**src/rtl/rcdt_pkg.sv**
```systemverilog
// Shared types and codes of the run-length compressed DFA transition table.
package rcdt_pkg;

  typedef enum logic {
    CMD_BUILD = 1'b0,
    CMD_STEP  = 1'b1
  } rcdt_cmd_e;

  typedef struct packed {
    rcdt_cmd_e  command;
    logic [7:0] state_id;
    logic [7:0] symbol;
    logic [7:0] next_target;
  } rcdt_in_t;

  typedef struct packed {
    logic [7:0] next_state;
  } rcdt_out_t;

  // Controller to datapath commands.
  typedef struct packed {
    logic load;        // capture the accepted input beat
    logic rd_meta;     // read run count and bitmap row of the state
    logic commit;      // write back one build entry
    logic scan_start;  // arm the run scan
    logic scan;        // issue run reads
    logic res_zero;    // result is no transition
    logic res_hit;     // result is the target of the run just compared
    logic out_load;    // move the result into the output register
  } rcdt_ctl_t;

  // Datapath to controller status.
  typedef struct packed {
    logic is_step;
    logic ok;
    logic bit_set;
    logic n_zero;
    logic scan_hit;
    logic scan_done;
  } rcdt_sts_t;

endpackage

```
**src/rtl/rcdt_ctrl.sv**
```systemverilog
// Controller: sequences accept, metadata read, build commit, run scan and output.
module rcdt_ctrl (
  input  logic                clk_i,
  input  logic                rst_ni,
  input  logic                in_valid_i,
  output logic                in_ready_o,
  output logic                out_valid_o,
  input  logic                out_ready_i,
  input  rcdt_pkg::rcdt_sts_t sts_i,
  output rcdt_pkg::rcdt_ctl_t ctl_o
);
  import rcdt_pkg::*;

  localparam logic [2:0] S_IDLE   = 3'd0;
  localparam logic [2:0] S_READ   = 3'd1;
  localparam logic [2:0] S_DECIDE = 3'd2;
  localparam logic [2:0] S_SCAN   = 3'd3;
  localparam logic [2:0] S_OUT    = 3'd4;

  logic [2:0] state_q;
  logic [2:0] state_d;
  logic       out_valid_q;
  logic       out_valid_d;

  assign in_ready_o  = (state_q == S_IDLE);
  assign out_valid_o = out_valid_q;

  always_comb begin
    state_d = state_q;
    ctl_o   = '0;
    unique case (state_q)
      S_IDLE: begin
        if (in_valid_i) begin
          ctl_o.load = 1'b1;
          state_d    = S_READ;
        end
      end
      S_READ: begin
        if (!sts_i.ok) begin
          if (sts_i.is_step) begin
            ctl_o.res_zero = 1'b1;
            state_d        = S_OUT;
          end else begin
            state_d = S_IDLE;
          end
        end else begin
          ctl_o.rd_meta = 1'b1;
          state_d       = S_DECIDE;
        end
      end
      S_DECIDE: begin
        if (!sts_i.is_step) begin
          ctl_o.commit = 1'b1;
          state_d      = S_IDLE;
        end else if (!sts_i.bit_set || sts_i.n_zero) begin
          ctl_o.res_zero = 1'b1;
          state_d        = S_OUT;
        end else begin
          ctl_o.scan_start = 1'b1;
          state_d          = S_SCAN;
        end
      end
      S_SCAN: begin
        ctl_o.scan = 1'b1;
        if (sts_i.scan_hit) begin
          ctl_o.res_hit = 1'b1;
          state_d       = S_OUT;
        end else if (sts_i.scan_done) begin
          ctl_o.res_zero = 1'b1;
          state_d        = S_OUT;
        end
      end
      S_OUT: begin
        if (!out_valid_q || out_ready_i) begin
          ctl_o.out_load = 1'b1;
          state_d        = S_IDLE;
        end
      end
      default: begin
        state_d = S_IDLE;
      end
    endcase
  end

  always_comb begin
    out_valid_d = out_valid_q;
    if (out_valid_q && out_ready_i) begin
      out_valid_d = 1'b0;
    end
    if (ctl_o.out_load) begin
      out_valid_d = 1'b1;
    end
  end

  always_ff @(posedge clk_i or negedge rst_ni) begin
    if (!rst_ni) begin
      state_q     <= S_IDLE;
      out_valid_q <= 1'b0;
    end else begin
      state_q     <= state_d;
      out_valid_q <= out_valid_d;
    end
  end

endmodule

```
**config.mk**
```make
export PLATFORM = sky130hd
export DESIGN_NAME = rcdt_ctrl
export DESIGN_NICKNAME = d
export VERILOG_FILES = /design/src/rtl/rcdt_pkg.sv /design/src/rtl/rcdt_ctrl.sv
export SDC_FILE = /design/constraint.sdc
export NUM_CORES = 1
export LEC_CHECK = 0
export ABC_AREA = 1
export BUFFER_PORTS_ARGS = -buffer_cell sky130_fd_sc_hd__clkbuf_2
export CAP_MARGIN = 20
export CORE_AREA = 2 2 39 41
export DETAILED_ROUTE_END_ITERATION = 6
export DIE_AREA = 0 0 41 43
export SETUP_SLACK_MARGIN = 0.4
export SLEW_MARGIN = 20
export SYNTH_ARGS = -nofsm -noshare
export SYNTH_HDL_FRONTEND = slang
export SYNTH_SLANG_ARGS = --single-unit
```
**constraint.sdc**
```tcl
create_clock -name clk_i -period 2.3 [get_ports clk_i]
set_clock_uncertainty 0.15 [all_clocks]
set_input_delay 0.23 -clock clk_i [delete_from_list [all_inputs] [get_ports clk_i]]
set_output_delay 0.23 -clock clk_i [all_outputs]
set_load 0.02 [all_outputs]
```
**Yosys cells after proc, flatten, opt, wreduce, memory -nomap -nowiden**

Index checks and enable logic that the tools add are counted.

- Register bits: 4
- Word-level logic and storage cells: 48
- Output and inout bits: 10
- Input port bits: 10

- Mux-type cells: 31
- Equal/unequal tests: 7
- Reductions and logical operators: 8

Operators by type and width:

| cell | number |
|---|---|
| two-way mux 3 bit | 8 |
| two-way mux 1 bit | 20 |
| case mux 3 bit (5 select lines) | 1 |
| == test 3 x 2 -> 1 bit, second input constant | 2 |
| inequality test 2 bit, second input constant | 2 |
| == test 3 x 1 -> 1 bit, second input constant | 1 |
| == test 3 bit, second input constant | 1 |
| logical NOT 3 bit | 1 |
| inequality test 3 bit, second input constant | 1 |
| case mux 1 bit (3 select lines) | 1 |
| AND reduction 3 bit | 1 |
| logical NOT 1 bit | 2 |
| logical OR 1 bit | 2 |
| two-way mux 2 bit | 1 |
| nonzero test 2 bit | 1 |
| logical AND 1 bit | 1 |

**Depth between registers and ports, before layout**

Gate-level depths: netlist (run 1).

- Depth in word-level cells: 5
- Gate-level depth with buffers: 7
- Gate-level depth less buffers: 7

**Least setup slack after synthesis (run 1)**

No wires, ideal clock.

- Path kind: flip-flop to output port
- From: reg state_q[1]
- To: out ctl_o[1] in the netlist's numbering
- Arrival time: 1.026 ns
- Path slack: 0.894 ns
- Stages on the path, launching flop included: 5
- Cell sequence: dfrtp_1 -> nand2_2 -> nor2_4 -> inv_1 -> nor2_1

RTL lines:

| what | RTL line | source |
|---|---|---|
| from (decl) | rcdt_ctrl.sv:20 | `logic [2:0] state_q;` |
| from (signal assigned) | rcdt_ctrl.sv:100 | `state_q <= state_d;` |
| to (decl) | rcdt_ctrl.sv:10 | `output rcdt_pkg::rcdt_ctl_t ctl_o` |

==> metrics.txt, run 1 <==
Worst Tran Pin Value 0.229 ns; pin count of the biggest net entering global routing 6; Die ar. 0.00176 sq mm; total number of vias 389; worst setup path endpoint ctl_o[2]; Final setup viols 0; EDFF count, synth 0; count leader, synth nor2_1; Top FF cell, synth dfrtp_1; core area 0.00138 sq mm; clk root buf clkbuf_4; row count 14; CTS max path bufs 2; Yosys top cell by area dfrtp_1; Max-cap violations 0; register area share after synthesis 30.9%; syn avg cell area 6.11 sq um; Distinct cells, synth 14; total gr overflow 0; hold path depth 2; TNS Setup 0 ns; placed cell count 87; Detailed Place HPWL 699 um; critical path startpoint state_q[2]; antenna violations before repair 0; Via density 4.27; final std cells w/o fill 91; Mapped Area 324 sq um; Max FO, Critical Path 5; synth warn 0; clk sinks 4; syn_nets 63; Area Growth Syn to Fin 43.2%; # nets final 87; Final Total Pwr 0.540 mW; Hold Path Class primary input to flip-flop; diode count 0; Worst-path clk slew 0.04 ns; Worst R2R Setup Slack 1.09 ns; Crit. End Element output pin; startpoint types flip-flop; commonest cells in the netlist 13 x nor2_1, 9 x inv_1, 7 x nand2_1, 7 x nand3_1, 4 x dfrtp_1; VDD IR max 455 uV; min Tclk post-route 1.62 ns; fmax 0.617 GHz; Chip Width 41 um; fin crit share 70.5%; total track usage 12.1%; WP data arrival 1.24 ns; number of global-route vias before repair 381; Pwr per Cell Area 1160 mW/mm^2; DRT antenna net count 0; 1st-iter DRT viols 3; CTS resizes 0; relative slew slack 84.8%; Synth top area share 30.9%; DR DRC count 0; H-tree depth 1; DR pass1 iterations 4; first-pass GRT wire length 1.44 mm; layout cell share with drive strength beyond 1 38.7%; Num CTS Buffers 3; Clk Latency, worst-skew pair 0.23 ns; final hold violation count 0; PnR worst setup slack 0.678 ns; Die H 43 um; I/O pin total 20; Gate Count Post-Synth 53; kind of critical path flip-flop to output pin; data required time of the worst path 1.92 ns; Starting Density 23.4%; CTS tree yes; per-cell routed wire length 8.93 um; Final Max Slew Viols 0; asr flop ratio synth 100%; PortBufs 19; RSZ-0062 raised after global routing no; Leak 0.282 nW; FF-to-FF path depth 7; pre-CTS WS 0.914 ns; outcome completed; Critical R2R Launch state_q[1]; routed wire length 813 um; FF+latch count, synth 4; routability cong. 0.813; R2R Path End state_q[2]; Setup Buffers After CTS 0; hold path startpoint out_ready_i; synth top area cells dfrtp_1 31%, nor2_1 15%, nand3_1 11%
## routing by layer
layer  vias to the layer above  wire length (um)  track usage, %
li1                        208                 -               -
met1                       171               364            14.4
met2                        10               392            19.1
met3                         0                56            6.28
met4                         0                 0            2.00
met5                         -                 0               0
## cells by family (layout without fill, tap and decap cells)
family / count (synthesis) / after routing / share of synthesized area [%]
simple gates: 34 / 34 / 49.0
compound gates: 4 / 4 / 6.17
buf+inv: 11 / 33 / 13.9
flops: 4 / 4 / 30.9
## per-stage QoR
step	hold slack, ns	utilization (%)	instance area [sq um]
global route	0.102	33.5	464
global placement	-0.112	31.2	432
CTS	0.0784	33.5	464
finish	0.0771	33.5	464
detailed placement	-0.110	31.2	432
floorplan	-0.216	-	324
## timing repair
item                                    CTS  global route
endpoints found under the hold margin     4             0
hold buffers                              1             0
endpoints found under the setup margin    0             0
## cell usage in the layout (no fill, tap or decap)
cell type	n
a21oi_1	1
and3_1	1
clkbuf_2	19
clkbuf_4	3
dfrtp_1	4
dlygate4sd3_1	1
inv_1	9
inv_2	1
nand2_1	7
nand2_2	3
nand3_1	7
nor2_1	13
nor2_2	2
nor2_4	1
o21ai_0	2
o21ai_1	1
## where the power goes
group / switching, mW / leakage (nW) / internal [mW]
logic: 0.207 / 0.216 / 0.106
registers: 0.0406 / 0.0526 / 0.0992
clock network: 0.0291 / 0.0138 / 0.0584
## registers in the layout (all words and copies together) (netlist names)
register,cells
out_valid_o,1
state_q,3
## how the worst min path moves through the flow
stage	slack [ns]	endpoint
after floorplan	-0.22	out_valid_o
after global placement	-0.11	out_valid_o
after detailed placement	-0.11	out_valid_o
final	0.08	out_valid_o
after global routing	0.10	out_valid_o
after CTS	0.08	out_valid_o
## critical path, cell delays in order (launching register included)
cell and delay [ns]:
dfrtp_1 0.44, inv_2 0.10, nand2_1 0.05, nor2_1 0.08
nand2_1 0.08, nand3_1 0.08, clkbuf_2 0.16
## layout make-up
type,count,area [sq um]
tap,16,20.0
clock buffer,3,22.5
multi-input combinational,38,179
inverter,10,37.5
timing repair buffer,20,105
fill,153,920
sequential,4,100
Power figures use the tool's default switching activity.
==> run 2: changes to the inputs <==
--- a/config.mk
+++ b/config.mk
@@ -5,7 +5,7 @@
 export SDC_FILE = /design/constraint.sdc
 export NUM_CORES = 1
 export LEC_CHECK = 0
-export ABC_AREA = 1
+export ABC_AREA = 0
 export BUFFER_PORTS_ARGS = -buffer_cell sky130_fd_sc_hd__clkbuf_2
 export CAP_MARGIN = 20
 export CORE_AREA = 2 2 39 41
==> constraint.sdc (replaced) <==
create_clock -name clk_i -period 1.45 [get_ports clk_i]
set_clock_uncertainty 0.15 [all_clocks]
set_input_delay 0.145 -clock clk_i [delete_from_list [all_inputs] [get_ports clk_i]]
set_output_delay 0.145 -clock clk_i [all_outputs]
set_load 0.02 [all_outputs]
==> run 2 against run 1 <==
Compared with the run above: the flow now finishes with violations (negative setup slack); sequential cell count unchanged; first-iteration DRC count is 33% higher; setup slack lost 0.84 ns; via count up 6.4%; critical path type unchanged; critical endpoint unchanged.
==> metrics.txt, run 2 <==
Num CTS Buffers 3; data required time of the worst path 1.15 ns; Hold Path Class primary input to flip-flop; routed wire length 1.12 mm; 1st-iter DRT viols 4; Pwr per Cell Area 1930 mW/mm^2; Top FF cell, synth dfrtp_1; RSZ-0062 raised after global routing yes; Synth top area share 34.3%; per-cell routed wire length 12.3 um; Via density 4.55; total number of vias 414; Die H 43 um; startpoint types flip-flop; antenna violations before repair 0; Worst-path clk slew 0.04 ns; outcome finished, violations left; row count 14; Min Hold Slack 0.0798 ns; Area Growth Syn to Fin 154%; DR DRC count 0; hold path depth 3; Finished Cell Area 739 sq um; Worst R2R Setup Slack 0.05 ns; Leak 0.369 nW; hold endpoint out_valid_o; FF+latch count, synth 4; Gate Count Post-Synth 38; WP data arrival 1.32 ns; Critical R2R Launch state_q[0]; Die ar. 0.00176 sq mm; Final Max Slew Viols 0; Largest register FFs 3; PnR worst setup slack -0.166 ns; first-pass GRT wire length 1.61 mm; TNS Setup -0.809 ns; register area share after synthesis 34.3%; R2R Path End state_q[2]; hold path startpoint out_ready_i; total gr overflow 0; register name with the most flops state_q; DRT antenna net count 0; Detailed Place HPWL 692 um; CTS max path bufs 2; DR pass1 iterations 4; layout cell share with drive strength beyond 1 77.3%; I/O pin total 20; min Tclk post-route 1.62 ns; Starting Density 21.1%; most frequent cells in the layout 11 x buf_4, 11 x buf_6, 9 x clkbuf_2; syn_nets 48; kind of critical path flip-flop to output pin; Chip Width 41 um; Max-cap violations 0; clk sinks 4; Crit. End Element output pin; failing checks negative setup slack; Max FO, Critical Path 5; # nets final 86; final hold violation count 0; EDFF count, synth 0; final std cells w/o fill 91; routability cong. 0.655; syn avg cell area 7.67 sq um; clk root buf clkbuf_4; relative slew slack 79.8%; asr flop ratio synth 100%; pre-CTS WS -0.00576 ns; CTS tree yes; fmax 0.619 GHz; Worst Tran Pin Value 0.302 ns; Clk Latency, worst-skew pair 0.23 ns; fin crit share 111%; synth warn 0; core area 0.00138 sq mm; Distinct cells, synth 20; Mapped Area 292 sq um; FF-to-FF path depth 5; commonest cells in the netlist 4 x a21oi_1, 4 x dfrtp_1, 4 x nor2_1, 4 x nor3_1; synth top area cells dfrtp_1 34%, a21oi_1 6.9%, nor3_1 6.9%; total track usage 13.6%; Yosys top cell by area dfrtp_1; VDD IR max 600 uV; Final setup viols 9; placed cell area 513 sq um; number of global-route vias before repair 430; pin count of the biggest net entering global routing 7; placed cell count 78; Layout fillers 122; H-tree depth 1; PortBufs 19; diode count 0
==> run 2: changes by cell type after synthesis, moves of 2 or more <==
cell,previous run,this run
nand3_1,7,1
nor3_1,0,4
nor2_2,2,0
nor2_1,13,4
a21oi_1,1,4
inv_1,9,2
nor2b_1,0,3
nand2_1,7,2
o21ai_0,2,0
nand2_2,3,1
nand2b_1,0,3
==> run 2: cell families (layout without fill, tap and decap cells) <==
family / after synthesis / in the layout / share of synthesized area (%)
DFF: 4 / 4 / 34.3
AOI/OAI and AO/OA: 7 / 7 / 14.2
buffers and inverters: 4 / 41 / 6.87
and+or+nand+nor: 23 / 23 / 44.6
==> run 2: critical path: stages (launching register included) <==
cell      delay, ns
dfrtp_2        0.46
nand2b_4       0.19
o22ai_4        0.17
a32o_2         0.15
buf_6          0.11
==> run 2: area by class of cell <==
cell class / instances / area, sq um / area share (%)
tap: 16 / 20.0 / 2.71
sequential: 4 / 104 / 14.0
inverter: 2 / 7.51 / 1.02
timing repair buffer: 35 / 312 / 42.1
clock buffer: 4 / 26.3 / 3.55
multi-input combinational: 30 / 270 / 36.5
==> run 2: worst max-delay path by stage <==
stage / end / slack (ns) / start
6_report: ctl_o[2] / -0.17 / state_q[1]
5_1_grt: ctl_o[2] / -0.21 / state_q[0]
4_1_cts: ctl_o[2] / -0.18 / state_q[0]
3_5_place_dp: state_q[0] / -0.006 / state_q[2]
3_3_place_gp: ctl_o[2] / 0.02 / state_q[0]
2_1_floorplan: ctl_o[2] / 0.16 / state_q[0]
==> run 2: per-layer routing <==
| layer | vias to the layer above | routed length [um] | global-route usage, % |
|---|---|---|---|
| met5 | - | 0 | 0 |
| met4 | 0 | 0 | 10.0 |
| met3 | 0 | 41 | 0 |
| met2 | 10 | 668 | 25.3 |
| met1 | 200 | 411 | 12.7 |
| li1 | 204 | - | - |
==> run 2: timing repair <==
| item | 4_1_cts | 5_1_grt |
|---|---|---|
| gates resized for setup | 16 | 24 |
| endpoints found under the hold margin | 4 | 0 |
| pin swaps | 4 | 5 |
| buffers inserted | 5 | 3 |
| hold buffers | 1 | 0 |
| endpoints found under the setup margin | 13 | 14 |
==> run 2: power by group <==
group          internal [mW]  total [mW]  switching [mW]
logic                  0.575        1.00           0.428
clock network          0.103       0.148          0.0449
registers              0.167       0.276           0.109
==> run 2: through the flow <==
step / total power [mW] / utilization [%]
after global routing: 1.52 / 53.4
after CTS: 1.24 / 47.6
final: 1.43 / 53.4
after floorplan: 0.695 / -
after detailed placement: 0.911 / 37.1
after global placement: 0.902 / 37.1
==> run 3: changes to the inputs <==
--- a/config.mk
+++ b/config.mk
@@ -11,6 +11,7 @@
 export CORE_AREA = 2 2 39 41
 export DETAILED_ROUTE_END_ITERATION = 6
 export DIE_AREA = 0 0 41 43
+export RECOVER_POWER = 100
 export SETUP_SLACK_MARGIN = 0.4
 export SLEW_MARGIN = 20
 export SYNTH_ARGS = -nofsm -noshare
==> run 3 against run 2 <==
Compared with the run above: the run still ends with negative setup slack left; setup slack got worse by 0.0018 ns; sequential cell count unchanged; critical path depth stayed put; critical endpoint unchanged.
==> metrics.txt, run 3 (synthesis results as in run 2) <==
outcome finished, violations left; failing checks negative setup slack; pin count of the biggest net entering global routing 7; Clk Latency, worst-skew pair 0.23 ns; FF-to-FF path depth 5; fin crit share 112%; DR DRC count 0; min Tclk post-route 1.62 ns; # nets final 86; Max-cap violations 0; CTS tree yes; diode count 0; DRT antenna net count 0; total track usage 13.6%; hold endpoint out_valid_o; pre-CTS WS -0.00576 ns; Die H 43 um; clk root buf clkbuf_4; final hold violation count 0; fmax 0.618 GHz; total gr overflow 0; Leak 0.361 nW; Crit. End Element output pin; Worst Tran Pin Value 0.304 ns; Largest register FFs 3; CTS max path bufs 2; final core occ 52.8%; most frequent cells in the layout 11 x buf_4, 10 x buf_6, 8 x clkbuf_2; Final Max Slew Viols 0; VDD IR max 605 uV; Hold Path Class primary input to flip-flop; antenna violations before repair 0; total number of vias 414; wire length on met1 423 um; Layout fillers 125; Pwr per Cell Area 1920 mW/mm^2; Max FO, Critical Path 5; first-pass GRT wire length 1.61 mm; hold path depth 3; commonest non-fill, non-tap cell in the layout buf_4; Via density 4.55; Die ar. 0.00176 sq mm; Detailed Place HPWL 692 um; I/O pin total 20; Critical R2R Launch state_q[0]; R2R Path End state_q[2]; H-tree depth 1; data required time of the worst path 1.15 ns; Chip Width 41 um; Starting Density 21.1%; top routing layer used met3; DR pass1 iterations 2; kind of critical path flip-flop to output pin; met3 routed WL 41 um; PnR worst setup slack -0.167 ns; Worst R2R Setup Slack 0.05 ns; per-cell routed wire length 12.4 um; startpoint types flip-flop; hold path startpoint out_ready_i; row count 14; layout cell share with drive strength beyond 1 74.7%; relative slew slack 79.7%; clk sinks 4; WP data arrival 1.32 ns; register name with the most flops state_q; core area 0.00138 sq mm; routed wire length 1.13 mm; Final setup viols 9; Area Growth Syn to Fin 151%; RSZ-0062 raised after global routing yes; Worst-path clk slew 0.04 ns; met2 wire length 667 um; 1st-iter DRT viols 4; PortBufs 19; number of global-route vias before repair 430; routability cong. 0.655; Num CTS Buffers 3
-- run 3: cell count changes in the layout (fill, tap and decap cells not counted) --
cell,change
clkbuf_2,-1
clkbuf_1,+2
buf_6,-1
-- run 3: repair_timing --
item | CTS | global route
hold buffers | 1 | 0
buffers inserted | 5 | 3
gates resized for setup | 16 | 24
endpoints found under the setup margin | 13 | 14
pin swaps | 4 | 5
endpoints found under the hold margin | 4 | 0
-- run 3: layer usage --
layer	GRT usage (%)	vias up
li1	-	204
met1	12.7	200
met2	25.3	10
met3	0	0
met4	10.0	0
met5	0	-
-- run 3: metrics by stage --
stage / area, sq um / instances / hold WS (ns) / setup TNS (ns) / power, mW
after floorplan: 364 / 38 / -0.301 / 0 / 0.695
final: 731 / 91 / 0.0769 / -0.831 / 1.41
after CTS: 659 / 88 / 0.0724 / -0.966 / 1.24
after detailed placement: 513 / 78 / -0.193 / -0.00576 / 0.911
after global routing: 731 / 91 / 0.0865 / -1.27 / 1.50
after global placement: 513 / 78 / -0.197 / 0 / 0.902
-- run 3: report_power, final --
part           switching (mW)  internal [mW]  leakage, nW
sequential              0.107          0.167       0.0490
combinational           0.429          0.555        0.297
clock                  0.0449          0.103       0.0150
-- run 3: how the worst max path moves through the flow --
stage,from,endpoint,slack [ns],cells after the start
floorplan,state_q[0],ctl_o[2],0.16,3
global placement,state_q[0],ctl_o[2],0.02,4
detailed placement,state_q[2],state_q[0],-0.006,4
CTS,state_q[0],ctl_o[2],-0.18,4
global route,state_q[0],ctl_o[2],-0.21,4
finish,state_q[1],ctl_o[2],-0.17,4
-- run 3: final cells by class --
class,instances,area [sq um],area share [%]
clock buffers,4,26.3,3.60
inverters,2,7.51,1.03
multi-input cells,30,270,37.0
flip-flops and latches,4,104,14.2
well taps,16,20.0,2.74
repair buffers,35,303,41.4
-- run 3: critical path, cell delays in order (launching register included) --
cell and delay (ns):
dfrtp_2 0.46, nand2b_4 0.19, o22ai_4 0.17, a32o_2 0.15, buf_6 0.11
